File: src/hw/rtl/psc_pkg.sv
// psc_pkg: shared types, constants and tables for the point steering controller.
// Used by psc_cordic, point_steering_controller and psc_checker; no dependencies.

package psc_pkg;

  // Sizing of the iterative CORDIC and the waypoint counter
  localparam int CORDIC_STEPS = 16;   // 8..30
  localparam int INDEX_BITS   = 16;   // 4..32
  localparam int STEP_W       = $clog2(CORDIC_STEPS + 1);

  // Arctangent table, atan(2^-i) in 32-bit binary angle units
  localparam int ATAN_ENTRIES = 30;
  localparam int ATAN_IDX_W   = $clog2(ATAN_ENTRIES);
  localparam logic [31:0] ATAN_TAB [ATAN_ENTRIES] = '{
    32'd536870912, 32'd316933406, 32'd167458907, 32'd85004756, 32'd42667331,
    32'd21354465,  32'd10679838,  32'd5340245,   32'd2670163,  32'd1335087,
    32'd667544,    32'd333772,    32'd166886,    32'd83443,    32'd41722,
    32'd20861,     32'd10430,     32'd5215,      32'd2608,     32'd1304,
    32'd652,       32'd326,       32'd163,       32'd81,       32'd41,
    32'd20,        32'd10,        32'd5,         32'd3,        32'd1
  };

  // Datapath widths: x/y carry a 33-bit offset scaled by 2^24 plus CORDIC growth
  localparam int PRESCALE = 24;
  localparam int XY_W     = 62;
  localparam int Z_W      = 34;
  localparam int MUL_A_W  = 34;
  localparam int MUL_B_W  = 32;
  localparam int PROD_W   = MUL_A_W + MUL_B_W;
  localparam int DIST_W   = 34;

  // Fixed-point constants
  localparam logic [31:0] INV_K2_Q30 = 32'd395948877;   // 1/K^2 gain correction
  localparam logic [31:0] TWO_PI_Q29 = 32'd3373259426;  // 2*pi in Q29
  localparam logic [31:0] HALF_TURN  = 32'h8000_0000;

  // Stream word widths
  localparam int IN_W  = 144;
  localparam int OUT_W = 80;

  // Configuration register indexes
  localparam int CFG_ADDR_W = 2;
  localparam int CFG_DATA_W = 31;
  localparam logic [CFG_ADDR_W-1:0] CFG_LIN_GAIN  = 2'd0;
  localparam logic [CFG_ADDR_W-1:0] CFG_ANG_GAIN  = 2'd1;
  localparam logic [CFG_ADDR_W-1:0] CFG_THRESHOLD = 2'd2;

  // Register reset values
  localparam logic [15:0] LIN_GAIN_RST  = 16'd128;    // 0.5
  localparam logic [15:0] ANG_GAIN_RST  = 16'd1024;   // 4.0
  localparam logic [30:0] THRESHOLD_RST = 31'd6554;   // 0.1 m

  // Control sequencer states
  typedef enum logic [3:0] {
    S_IDLE,
    S_ROT,
    S_VEC_LOAD,
    S_VEC,
    S_MUL_LO,
    S_MUL_HI,
    S_DIST,
    S_MUL_SPD,
    S_MUL_RAD,
    S_MUL_RATE,
    S_FIN
  } psc_state_t;

  // Command to the CORDIC engine
  typedef struct packed {
    logic load;        // capture x/y/z and start a pass
    logic vectoring;   // 1: drive y to zero, 0: drive z to zero
  } psc_cordic_ctl_t;

endpackage

File: src/hw/rtl/point_steering_controller.sv
// point_steering_controller: go-to-point steering, CORDIC rotate/vector plus gain scaling.
// Depends on psc_pkg and psc_cordic.

// One word in gives one word out. An accepted tick rotates the goal offset into
// the robot frame, then measures bearing and distance, on a single iterative
// CORDIC engine (one micro-rotation per clock, CORDIC_STEPS per pass, two passes);
// a single 34x32 multiplier then applies the 1/K^2 correction, the linear gain,
// the radian scale and the angular gain in five sequenced products. The vectoring
// pass is skipped when the offset is zero; in_tready returns in the same cycle
// that the result appears in the output register, which holds it until
// taken. Register writes on the cfg port are applied at once and must only be
// made while no tick is in flight.

module point_steering_controller (
  input  logic                             clk,
  input  logic                             rst_n,
  // goal_x[31:0] goal_y[63:32] robot_x[95:64] robot_y[127:96] heading[143:128]
  input  logic [psc_pkg::IN_W-1:0]         in_tdata,
  input  logic                             in_tvalid,
  output logic                             in_tready,
  // angular_rate[31:0] forward_speed[62:32] reached[63] waypoint_number[79:64]
  output logic [psc_pkg::OUT_W-1:0]        out_tdata,
  output logic                             out_tvalid,
  input  logic                             out_tready,
  input  logic                             cfg_wr_en,
  input  logic [psc_pkg::CFG_ADDR_W-1:0]   cfg_addr,
  input  logic [psc_pkg::CFG_DATA_W-1:0]   cfg_wdata
);

  psc_pkg::psc_state_t                state_r, state_nxt;

  logic [15:0]                        lin_gain_r, ang_gain_r;
  logic [30:0]                        threshold_r;
  logic [psc_pkg::INDEX_BITS-1:0]     wp_r, wp_nxt;

  logic                               out_tvalid_r;
  logic [31:0]                        rate_r;
  logic [30:0]                        speed_out_r;
  logic                               reached_out_r;
  logic [15:0]                        wp_out_r;

  logic [psc_pkg::XY_W-2:0]           m_r;
  logic [31:0]                        mag_r;
  logic                               bneg_r;
  logic [31:0]                        lohi_r;
  logic [psc_pkg::DIST_W-1:0]         dist_r;
  logic [30:0]                        speed_r;
  logic                               reached_r;
  logic [psc_pkg::PROD_W-1:0]         prod_r;

  psc_pkg::psc_cordic_ctl_t           cor_ctl;
  logic signed [psc_pkg::XY_W-1:0]    cor_x_in, cor_y_in, cor_x, cor_y;
  logic signed [psc_pkg::Z_W-1:0]     cor_z_in, cor_z;
  logic                               cor_done;

  logic [psc_pkg::MUL_A_W-1:0]        mul_a;
  logic [psc_pkg::MUL_B_W-1:0]        mul_b;
  logic [psc_pkg::PROD_W-1:0]         mul_p;

  logic                               in_acc, out_free;
  logic signed [32:0]                 dx, dy;
  logic signed [psc_pkg::XY_W-1:0]    x0, y0;
  logic [15:0]                        hneg;
  logic [31:0]                        zturn;
  logic                               flip;
  logic                               vec_zero, vec_neg;
  logic [31:0]                        ang;
  logic [psc_pkg::DIST_W-1:0]         dist_nxt;
  logic [25:0]                        rm;

  assign in_acc   = in_tvalid & in_tready;
  assign out_free = ~out_tvalid_r | out_tready;

  // Offset, scaled up, and the reduced -heading angle for the first pass
  always_comb begin
    dx    = {in_tdata[31], in_tdata[31:0]} - {in_tdata[95], in_tdata[95:64]};
    dy    = {in_tdata[63], in_tdata[63:32]} - {in_tdata[127], in_tdata[127:96]};
    x0    = {{(psc_pkg::XY_W-33-psc_pkg::PRESCALE){dx[32]}}, dx,
             {psc_pkg::PRESCALE{1'b0}}};
    y0    = {{(psc_pkg::XY_W-33-psc_pkg::PRESCALE){dy[32]}}, dy,
             {psc_pkg::PRESCALE{1'b0}}};
    hneg  = 16'd0 - in_tdata[143:128];
    zturn = {hneg, 16'd0};
    // outside [-90, 90) degrees: take a half turn off and negate the vector
    flip  = zturn[31] ^ zturn[30];
  end

  // Vectoring setup from the rotated vector
  assign vec_zero = (cor_x == '0) && (cor_y == '0);
  assign vec_neg  = cor_x[psc_pkg::XY_W-1];
  assign ang      = cor_z[31:0];

  // Sequencer: next state, engine command and multiplier operands
  always_comb begin
    state_nxt = state_r;
    cor_ctl   = '0;
    cor_x_in  = x0;
    cor_y_in  = y0;
    cor_z_in  = {{(psc_pkg::Z_W-31){zturn[31] ^ flip}}, zturn[30:0]};
    mul_a     = '0;
    mul_b     = '0;
    in_tready = 1'b0;
    case (state_r)
      psc_pkg::S_IDLE: begin
        in_tready = 1'b1;
        if (flip) begin
          cor_x_in = -x0;
          cor_y_in = -y0;
        end
        if (in_tvalid) begin
          cor_ctl.load = 1'b1;
          state_nxt    = psc_pkg::S_ROT;
        end
      end
      psc_pkg::S_ROT: begin
        if (cor_done) state_nxt = psc_pkg::S_VEC_LOAD;
      end
      psc_pkg::S_VEC_LOAD: begin
        cor_x_in = vec_neg ? -cor_x : cor_x;
        cor_y_in = vec_neg ? -cor_y : cor_y;
        cor_z_in = vec_neg ? {{(psc_pkg::Z_W-32){1'b0}}, psc_pkg::HALF_TURN} : '0;
        if (vec_zero) begin
          state_nxt = psc_pkg::S_MUL_LO;
        end else begin
          cor_ctl.load      = 1'b1;
          cor_ctl.vectoring = 1'b1;
          state_nxt         = psc_pkg::S_VEC;
        end
      end
      psc_pkg::S_VEC: begin
        if (cor_done) state_nxt = psc_pkg::S_MUL_LO;
      end
      psc_pkg::S_MUL_LO: begin
        mul_a     = psc_pkg::MUL_A_W'(m_r[31:0]);
        mul_b     = psc_pkg::INV_K2_Q30;
        state_nxt = psc_pkg::S_MUL_HI;
      end
      psc_pkg::S_MUL_HI: begin
        mul_a     = psc_pkg::MUL_A_W'(m_r[psc_pkg::XY_W-2:32]);
        mul_b     = psc_pkg::INV_K2_Q30;
        state_nxt = psc_pkg::S_DIST;
      end
      psc_pkg::S_DIST: begin
        state_nxt = psc_pkg::S_MUL_SPD;
      end
      psc_pkg::S_MUL_SPD: begin
        mul_a     = dist_r;
        mul_b     = psc_pkg::MUL_B_W'(lin_gain_r);
        state_nxt = psc_pkg::S_MUL_RAD;
      end
      psc_pkg::S_MUL_RAD: begin
        mul_a     = psc_pkg::MUL_A_W'(mag_r);
        mul_b     = psc_pkg::TWO_PI_Q29;
        state_nxt = psc_pkg::S_MUL_RATE;
      end
      psc_pkg::S_MUL_RATE: begin
        // radians in Q16.16, below 2^18
        mul_a     = psc_pkg::MUL_A_W'(prod_r[62:45]);
        mul_b     = psc_pkg::MUL_B_W'(ang_gain_r);
        state_nxt = psc_pkg::S_FIN;
      end
      psc_pkg::S_FIN: begin
        if (out_free) state_nxt = psc_pkg::S_IDLE;
      end
      default: begin
        state_nxt = psc_pkg::S_IDLE;
      end
    endcase
  end

  // Shared multiplier
  assign mul_p = psc_pkg::PROD_W'(mul_a) * psc_pkg::PROD_W'(mul_b);

  // Distance: floor(m * C / 2^54) from the two partial products
  assign dist_nxt = psc_pkg::DIST_W'((prod_r + psc_pkg::PROD_W'(lohi_r)) >> 22);

  // Turn rate magnitude stays below 2^26, so only the sign is applied
  assign rm = prod_r[33:8];

  assign wp_nxt = reached_r ? wp_r + psc_pkg::INDEX_BITS'(1) : wp_r;

  // Control registers
  always_ff @(posedge clk) begin
    if (!rst_n) begin
      state_r      <= psc_pkg::S_IDLE;
      out_tvalid_r <= 1'b0;
      wp_r         <= '0;
      lin_gain_r   <= psc_pkg::LIN_GAIN_RST;
      ang_gain_r   <= psc_pkg::ANG_GAIN_RST;
      threshold_r  <= psc_pkg::THRESHOLD_RST;
    end else begin
      state_r <= state_nxt;
      if (state_r == psc_pkg::S_FIN && out_free) begin
        out_tvalid_r <= 1'b1;
        wp_r         <= wp_nxt;
      end else if (out_tready) begin
        out_tvalid_r <= 1'b0;
      end
      if (cfg_wr_en) begin
        case (cfg_addr)
          psc_pkg::CFG_LIN_GAIN:  lin_gain_r  <= cfg_wdata[15:0];
          psc_pkg::CFG_ANG_GAIN:  ang_gain_r  <= cfg_wdata[15:0];
          psc_pkg::CFG_THRESHOLD: threshold_r <= cfg_wdata;
          default: ;
        endcase
      end
    end
  end

  // Datapath registers
  always_ff @(posedge clk) begin
    case (state_r)
      psc_pkg::S_VEC_LOAD: begin
        if (vec_zero) begin
          m_r    <= '0;
          mag_r  <= '0;
          bneg_r <= 1'b0;
        end
      end
      psc_pkg::S_VEC: begin
        bneg_r <= ang[31];
        mag_r  <= ang[31] ? 32'd0 - ang : ang;
        m_r    <= cor_x[psc_pkg::XY_W-1] ? '0 : cor_x[psc_pkg::XY_W-2:0];
      end
      psc_pkg::S_MUL_LO: begin
        prod_r <= mul_p;
      end
      psc_pkg::S_MUL_HI: begin
        lohi_r <= prod_r[63:32];
        prod_r <= mul_p;
      end
      psc_pkg::S_DIST: begin
        dist_r <= dist_nxt;
      end
      psc_pkg::S_MUL_SPD: begin
        reached_r <= dist_r < psc_pkg::DIST_W'(threshold_r);
        prod_r    <= mul_p;
      end
      psc_pkg::S_MUL_RAD: begin
        speed_r <= (|prod_r[psc_pkg::PROD_W-1:39]) ? 31'h7fff_ffff : prod_r[38:8];
        prod_r  <= mul_p;
      end
      psc_pkg::S_MUL_RATE: begin
        prod_r <= mul_p;
      end
      psc_pkg::S_FIN: begin
        if (out_free) begin
          rate_r        <= bneg_r ? 32'd0 - 32'(rm) : 32'(rm);
          speed_out_r   <= speed_r;
          reached_out_r <= reached_r;
          wp_out_r      <= 16'(wp_nxt);
        end
      end
      default: ;
    endcase
  end

  psc_cordic u_cordic (
    .clk   (clk),
    .rst_n (rst_n),
    .ctl   (cor_ctl),
    .x_in  (cor_x_in),
    .y_in  (cor_y_in),
    .z_in  (cor_z_in),
    .x_out (cor_x),
    .y_out (cor_y),
    .z_out (cor_z),
    .done  (cor_done)
  );

  assign out_tvalid = out_tvalid_r;
  assign out_tdata  = {wp_out_r, reached_out_r, speed_out_r, rate_r};

endmodule

File: src/hw/rtl/psc_cordic.sv
// psc_cordic: iterative CORDIC engine, one micro-rotation per cycle, rotation or vectoring.
// Depends on psc_pkg (widths, step count, arctangent table, control struct).

module psc_cordic (
  input  logic                          clk,
  input  logic                          rst_n,
  input  psc_pkg::psc_cordic_ctl_t      ctl,
  input  logic signed [psc_pkg::XY_W-1:0] x_in,
  input  logic signed [psc_pkg::XY_W-1:0] y_in,
  input  logic signed [psc_pkg::Z_W-1:0]  z_in,
  output logic signed [psc_pkg::XY_W-1:0] x_out,
  output logic signed [psc_pkg::XY_W-1:0] y_out,
  output logic signed [psc_pkg::Z_W-1:0]  z_out,
  output logic                          done
);

  logic                                running_r;
  logic                                done_r;
  logic                                mode_r;
  logic [psc_pkg::STEP_W-1:0]          step_r;
  logic signed [psc_pkg::XY_W-1:0]     x_r, y_r;
  logic signed [psc_pkg::Z_W-1:0]      z_r;

  logic signed [psc_pkg::XY_W-1:0]     sh_x, sh_y, x_nxt, y_nxt;
  logic signed [psc_pkg::Z_W-1:0]      z_nxt, atan_z;
  logic                                cw;
  logic                                last_step;

  // Shared step unit: shift, add/sub, angle table lookup
  always_comb begin
    sh_x   = x_r >>> step_r;
    sh_y   = y_r >>> step_r;
    atan_z = signed'({{(psc_pkg::Z_W-32){1'b0}},
                      psc_pkg::ATAN_TAB[psc_pkg::ATAN_IDX_W'(step_r)]});
    // vectoring turns toward y=0, rotation toward z=0
    cw = mode_r ? y_r[psc_pkg::XY_W-1] : ~z_r[psc_pkg::Z_W-1];
    if (cw) begin
      x_nxt = x_r - sh_y;
      y_nxt = y_r + sh_x;
      z_nxt = z_r - atan_z;
    end else begin
      x_nxt = x_r + sh_y;
      y_nxt = y_r - sh_x;
      z_nxt = z_r + atan_z;
    end
  end

  assign last_step = (step_r == psc_pkg::STEP_W'(psc_pkg::CORDIC_STEPS - 1));

  // Pass control
  always_ff @(posedge clk) begin
    if (!rst_n) begin
      running_r <= 1'b0;
      done_r    <= 1'b0;
      step_r    <= '0;
    end else begin
      done_r <= running_r & last_step;
      if (ctl.load) begin
        running_r <= 1'b1;
        step_r    <= '0;
      end else if (running_r) begin
        step_r <= step_r + psc_pkg::STEP_W'(1);
        if (last_step) running_r <= 1'b0;
      end
    end
  end

  // Vector and angle registers
  always_ff @(posedge clk) begin
    if (ctl.load) begin
      x_r    <= x_in;
      y_r    <= y_in;
      z_r    <= z_in;
      mode_r <= ctl.vectoring;
    end else if (running_r) begin
      x_r <= x_nxt;
      y_r <= y_nxt;
      z_r <= z_nxt;
    end
  end

  assign x_out = x_r;
  assign y_out = y_r;
  assign z_out = z_r;
  assign done  = done_r;

endmodule

File: config.mk
export PLATFORM = sky130hd
export DESIGN_NAME = point_steering_controller
export DESIGN_NICKNAME = d
export VERILOG_FILES = /design/src/hw/rtl/psc_pkg.sv /design/src/hw/rtl/point_steering_controller.sv /design/src/hw/rtl/psc_cordic.sv
export SDC_FILE = /design/constraint.sdc
export NUM_CORES = 2
export LEC_CHECK = 0
export BUFFER_PORTS_ARGS = -buffer_cell sky130_fd_sc_hd__buf_2
export CAP_MARGIN = 10
export CORE_MARGIN = 8
export CORE_UTILIZATION = 47
export CTS_CLUSTER_DIAMETER = 50
export DETAILED_ROUTE_END_ITERATION = 12
export GPL_TIMING_DRIVEN = 1
export SLEW_MARGIN = 20
export SYNTH_ARGS = -nofsm -noshare
export SYNTH_HDL_FRONTEND = slang
export SYNTH_SLANG_ARGS = --single-unit
File: constraint.sdc
create_clock -name clk -period 25.9 [get_ports clk]
set_clock_uncertainty 0.15 [all_clocks]
set_input_delay 3.885 -clock clk [delete_from_list [all_inputs] [get_ports clk]]
set_output_delay 3.885 -clock clk [all_outputs]
set_load 0.02 [all_outputs]
==> impl_metrics.prom <==
# TYPE chip_impl_metric gauge
chip_impl_info{name="run_status",value="finished clean"} 1
chip_impl_metric{name="syn-cell-area",unit="sq um"} 86430
chip_impl_info{name="synthFlopType",value="sky130_fd_sc_hd__edfxtp_1"} 1
chip_impl_metric{name="setup_viol_count_final",unit=""} 0
chip_impl_metric{name="place_ws",unit="ps"} 13740
chip_impl_metric{name="fp.dieW",unit="microns"} 444.8
chip_impl_metric{name="grt_overflow",unit=""} 0
chip_impl_info{name="tritoncts_clock_tree",value="built"} 1
chip_impl_metric{name="synth_sequential_area_ratio",unit="%"} 19.20
chip_impl_info{name="setup.worst_path.end_class",value="flip-flop"} 1
chip_impl_info{name="gr-max-usage-layer",value="met2"} 1
chip_impl_metric{name="globalRouteMet1Util",unit="%"} 38.09
chip_impl_metric{name="placement.io_buffers",unit=""} 263
chip_impl_metric{name="clock_sinks",unit=""} 583
chip_impl_metric{name="synth.ff_latch_count",unit=""} 583
chip_impl_metric{name="ios",unit=""} 264
chip_impl_metric{name="maxCapViolations",unit=""} 0
chip_impl_metric{name="report.final.slew_viol_count",unit=""} 0
chip_impl_metric{name="number_of_enable_type_register_cells_in_the_synthesized_netlist",unit=""} 492
chip_impl_metric{name="post-route-period-util",unit="%"} 47.90
chip_impl_metric{name="worst_slack",unit="ps"} 13490
chip_impl_metric{name="route.detailed.wl_per_inst",unit="microns"} 27.17
chip_impl_metric{name="clock_insertion_delay_worst_skew",unit="ps"} 760
chip_impl_info{name="critical_path.reg2reg.startpoint",value="state_r[3]"} 1
chip_impl_metric{name="post_synth_num_cell_types",unit=""} 117
chip_impl_metric{name="hold_viol",unit=""} 0
chip_impl_metric{name="tritoncts.num_buffers",unit=""} 89
chip_impl_metric{name="min_tclk_post_route",unit="ps"} 12410
chip_impl_metric{name="hpwl",unit="mm"} 266.3
chip_impl_metric{name="synth_warnings",unit=""} 0
chip_impl_metric{name="final_antenna_net_count",unit=""} 0
chip_impl_metric{name="first_global_vias",unit=""} 75604
chip_impl_info{name="timing.hold.worst.start",value="speed_r[24]"} 1
chip_impl_metric{name="cp_slowest_stage_delay",unit="ps"} 820
chip_impl_metric{name="final_cell_area",unit="sq um"} 93370
chip_impl_metric{name="timing.critical_path.fanout_max",unit=""} 20
chip_impl_metric{name="worst_ep_required_time",unit="ps"} 26200
chip_impl_metric{name="post_cts_setup_inserts",unit=""} 0
chip_impl_metric{name="fp.dieH",unit="microns"} 444.8
chip_impl_metric{name="cts_hold_buf",unit=""} 0
chip_impl_metric{name="syn_avg_cell_area",unit="sq um"} 8.896
chip_impl_metric{name="ff2ff_path_depth",unit=""} 35
chip_impl_info{name="critical_path.most_common_cell",value="sky130_fd_sc_hd__fa_1"} 1
chip_impl_info{name="worst_setup_path_start_kind",value="flip-flop"} 1
chip_impl_metric{name="cts.clk_slew.worst_paths",unit="ps"} 60
chip_impl_metric{name="antenna_found_initial",unit=""} 11
chip_impl_metric{name="maxClockFrequency",unit="MHz"} 80.60
chip_impl_info{name="hold_path_end",value="speed_out_r[24]"} 1
chip_impl_info{name="min-delay-path-class",value="flip-flop to flip-flop"} 1
chip_impl_metric{name="worst_ep_arrival_time",unit="ps"} 12710
chip_impl_metric{name="reg2reg_setup_slack",unit="ps"} 13490
chip_impl_metric{name="post_cts_resize_count",unit=""} 0
chip_impl_metric{name="drc_errors",unit=""} 0
chip_impl_metric{name="timing.hold.worst_path_depth",unit=""} 0
chip_impl_metric{name="final.fill_count",unit=""} 17260
chip_impl_metric{name="grt_met2_use",unit="%"} 54.34
chip_impl_info{name="rsz0062_at_grt",value="false"} 1
chip_impl_info{name="worstSetupPathType",value="flip-flop to flip-flop"} 1
chip_impl_metric{name="dieArea",unit="sq um"} 197900
chip_impl_metric{name="groute.layer.met3.usage",unit="%"} 5.909
chip_impl_metric{name="rows",unit=""} 157
chip_impl_metric{name="via_per_inst",unit=""} 6.101
chip_impl_metric{name="finish.net_count",unit=""} 11375
chip_impl_metric{name="grt_pass1_wl",unit="mm"} 489.1
chip_impl_metric{name="cts_max_path_buffers",unit=""} 3
chip_impl_metric{name="synth_cells",unit=""} 9715
chip_impl_metric{name="placeableCoreArea",unit="sq um"} 182900
chip_impl_metric{name="dr.pass1.iters",unit=""} 8
chip_impl_info{name="cpMaxStageDelayCell",value="sky130_fd_sc_hd__o41ai_2"} 1
chip_impl_metric{name="ir_drop",unit="mV"} 0.1500
chip_impl_metric{name="syn_to_final_growth",unit="%"} 8.036
chip_impl_metric{name="power.density",unit="nW/um^2"} 108.6
chip_impl_metric{name="detailed_place.area",unit="sq um"} 90220
chip_impl_metric{name="detail_route.wirelength",unit="mm"} 333.5
chip_impl_metric{name="asyncSetResetFlopFracSynth",unit="%"} 0
chip_impl_metric{name="grt_start_max_net_pins",unit=""} 113
chip_impl_info{name="clock-root-buffer",value="sky130_fd_sc_hd__clkbuf_16"} 1
chip_impl_metric{name="globalRouteTotalUtil",unit="%"} 32.62
chip_impl_metric{name="final_core_utilization",unit="%"} 51.06
chip_impl_metric{name="htree_levels",unit=""} 3
chip_impl_metric{name="route.vias.total",unit=""} 74908
chip_impl_metric{name="finalWeightedCongestion",unit=""} 1.027
chip_impl_metric{name="worst-slew-pin-transition",unit="ps"} 1222
chip_impl_info{name="regToRegEndpoint",value="prod_r[58]"} 1
chip_impl_metric{name="setup_tns_final",unit="ps"} 0
chip_impl_metric{name="static-leakage-power",unit="nW"} 40.95
chip_impl_metric{name="initial_utilization",unit="%"} 47.26
chip_impl_metric{name="slew_headroom",unit="%"} 16.22
chip_impl_metric{name="post-place-cells",unit=""} 12103
chip_impl_metric{name="final_layout_size_suffix_gt1_share",unit="%"} 9.912
chip_impl_metric{name="detailedRoute.firstIterationViolations",unit=""} 7325
chip_impl_metric{name="final_cell_count_no_fill",unit=""} 12277
==> state kept, by name, indices dropped and copies added (netlist names), 4 cells and up <==
signal	flops
speed_out_r	31
ang_gain_r	16
speed_r	31
u_cordic.x_out	62
u_cordic.z_out	34
dist_r	34
state_r	4
u_cordic.y_out	62
wp_r	16
prod_r	66
m_r	61
u_cordic.step_r	5
threshold_r	31
lohi_r	32
wp_out_r	16
rate_r	27
lin_gain_r	16
mag_r	32
==> per-layer routing <==
metal / vias up / share of wire, %
li1: 33581 / -
met1: 36953 / 37
met2: 3382 / 47
met3: 986 / 7.2
met4: 6 / 8.5
met5: - / 0.012
==> through the flow <==
stage | power [mW] | hold slack (ps)
after floorplan | 6.729 | 250.3
after global placement | 8.655 | 251.0
after detailed placement | 8.699 | 254.5
after CTS | 10.02 | 229.8
after global routing | 10.79 | 257.2
final | 10.14 | 239.7
==> power by group <==
| part | internal, mW | leakage, nW | switching, mW | total [mW] |
|---|---|---|---|---|
| logic | 2.81 | 34.1 | 4.29 | 7.10 |
| registers | 1.39 | 5.44 | 0.386 | 1.78 |
| clock network | 0.747 | 1.45 | 0.517 | 1.26 |
| total | 4.95 | 41.0 | 5.19 | 10.1 |
==> cell usage after synthesis (all sizes together), types with 18 or more instances <==
cell	n	area share [%]
a221oi	43	0.45
and2	109	0.79
o21bai	32	0.28
nor2	865	3.8
edfxtp	492	17
and3	75	0.54
a22oi	81	0.70
fa	819	19
and4	24	0.24
o22ai	83	0.60
o21ai	371	2.1
a21boi	30	0.26
or2	42	0.30
ha	644	9.3
o211ai	69	0.60
clkbuf	374	1.6
a211o	18	0.18
nand2	961	4.2
a22o	19	0.19
xor2	281	2.8
xnor2	359	3.6
a31oi	75	0.54
nor4	62	0.49
or3	88	0.64
buf	159	1.0
nand3	183	1.1
mux4	181	4.7
o21a	44	0.38
nor3b	19	0.17
nand2b	86	0.63
or4	40	0.35
mux2i	189	2.2
dfxtp	91	2.1
a21o	193	1.7
nor2b	58	0.42
nand4	77	0.56
o31ai	57	0.50
a211oi	82	0.73
nor3	127	0.75
a21oi	583	3.4
inv	1187	5.2
mux2	70	0.91
==> worst max-delay path by stage <==
stage,start,endpoint,depth (start not counted)
2_1_floorplan,state_r[3],prod_r[58],38
3_3_place_gp,state_r[3],prod_r[58],39
3_5_place_dp,state_r[3],prod_r[58],39
4_1_cts,state_r[3],prod_r[58],39
5_1_grt,state_r[3],prod_r[58],35
6_report,state_r[3],prod_r[58],35
==> cell type report <==
| class | instances | area, sq um | share of cell area [%] |
|---|---|---|---|
| Sequential cell | 583 | 16620 | 17.79 |
| Inverter | 1191 | 4473 | 4.790 |
| Timing Repair Buffer | 434 | 2629 | 2.815 |
| Antenna cell | 7 | 17.52 | 0.01876 |
| Multi-Input combinational cell | 7431 | 63430 | 67.93 |
| Clock inverter | 75 | 890.9 | 0.9541 |
| Clock buffer | 92 | 2238 | 2.397 |
| Tap cell | 2464 | 3083 | 3.302 |
==> cells in the final DEF (no fill, tap or decap), types with 43 or more instances in the layout <==
cell type and n:
sky130_fd_sc_hd__a211oi_1 75, sky130_fd_sc_hd__a21o_1 193, sky130_fd_sc_hd__a21oi_1 583, sky130_fd_sc_hd__a22oi_1 77
sky130_fd_sc_hd__a31oi_1 75, sky130_fd_sc_hd__and2_1 108, sky130_fd_sc_hd__and3_1 75, sky130_fd_sc_hd__buf_2 263
sky130_fd_sc_hd__buf_4 168, sky130_fd_sc_hd__clkbuf_16 89, sky130_fd_sc_hd__dfxtp_1 85, sky130_fd_sc_hd__edfxtp_1 492
sky130_fd_sc_hd__fa_1 819, sky130_fd_sc_hd__ha_1 644, sky130_fd_sc_hd__inv_1 1182, sky130_fd_sc_hd__mux2_2 66
sky130_fd_sc_hd__mux2i_1 188, sky130_fd_sc_hd__mux4_2 180, sky130_fd_sc_hd__nand2_1 960, sky130_fd_sc_hd__nand2b_1 85
sky130_fd_sc_hd__nand3_1 182, sky130_fd_sc_hd__nand4_1 77, sky130_fd_sc_hd__nor2_1 857, sky130_fd_sc_hd__nor2b_1 58
sky130_fd_sc_hd__nor3_1 120, sky130_fd_sc_hd__nor4_1 58, sky130_fd_sc_hd__o211ai_1 69, sky130_fd_sc_hd__o21a_1 43
sky130_fd_sc_hd__o21ai_0 353, sky130_fd_sc_hd__o22ai_1 83, sky130_fd_sc_hd__o31ai_1 56, sky130_fd_sc_hd__or3_1 88
sky130_fd_sc_hd__xnor2_1 357, sky130_fd_sc_hd__xor2_1 280
==> critical path, delay by kind of cell (launching register included) <==
| kind | cells | cell delay (ps) |
|---|---|---|
| buffers and inverters | 7 | 1200 |
| adders and majority gates | 9 | 4050 |
| DFF | 1 | 610 |
| xor gates and xnor gates | 1 | 100 |
| AOI/OAI and AO/OA | 12 | 4560 |
| and+or+nand+nor | 6 | 1470 |
==> logic make-up (layout without fill, tap and decap cells) <==
logic type,Yosys count,after routing,synth area share (%)
AO/OA/AOI/OAI,1993,1993,14.94
XOR/XNOR,640,640,6.494
other,2,32,0.008689
buffers and inverters,1724,1792,7.800
multiplexers,440,440,7.822
adder cells (fa/ha/maj),1463,1463,28.29
flip-flops,583,583,19.20
AND/OR/NAND/NOR,2870,2870,15.44
No activity file was read; power rests on OpenSTA's default activity.
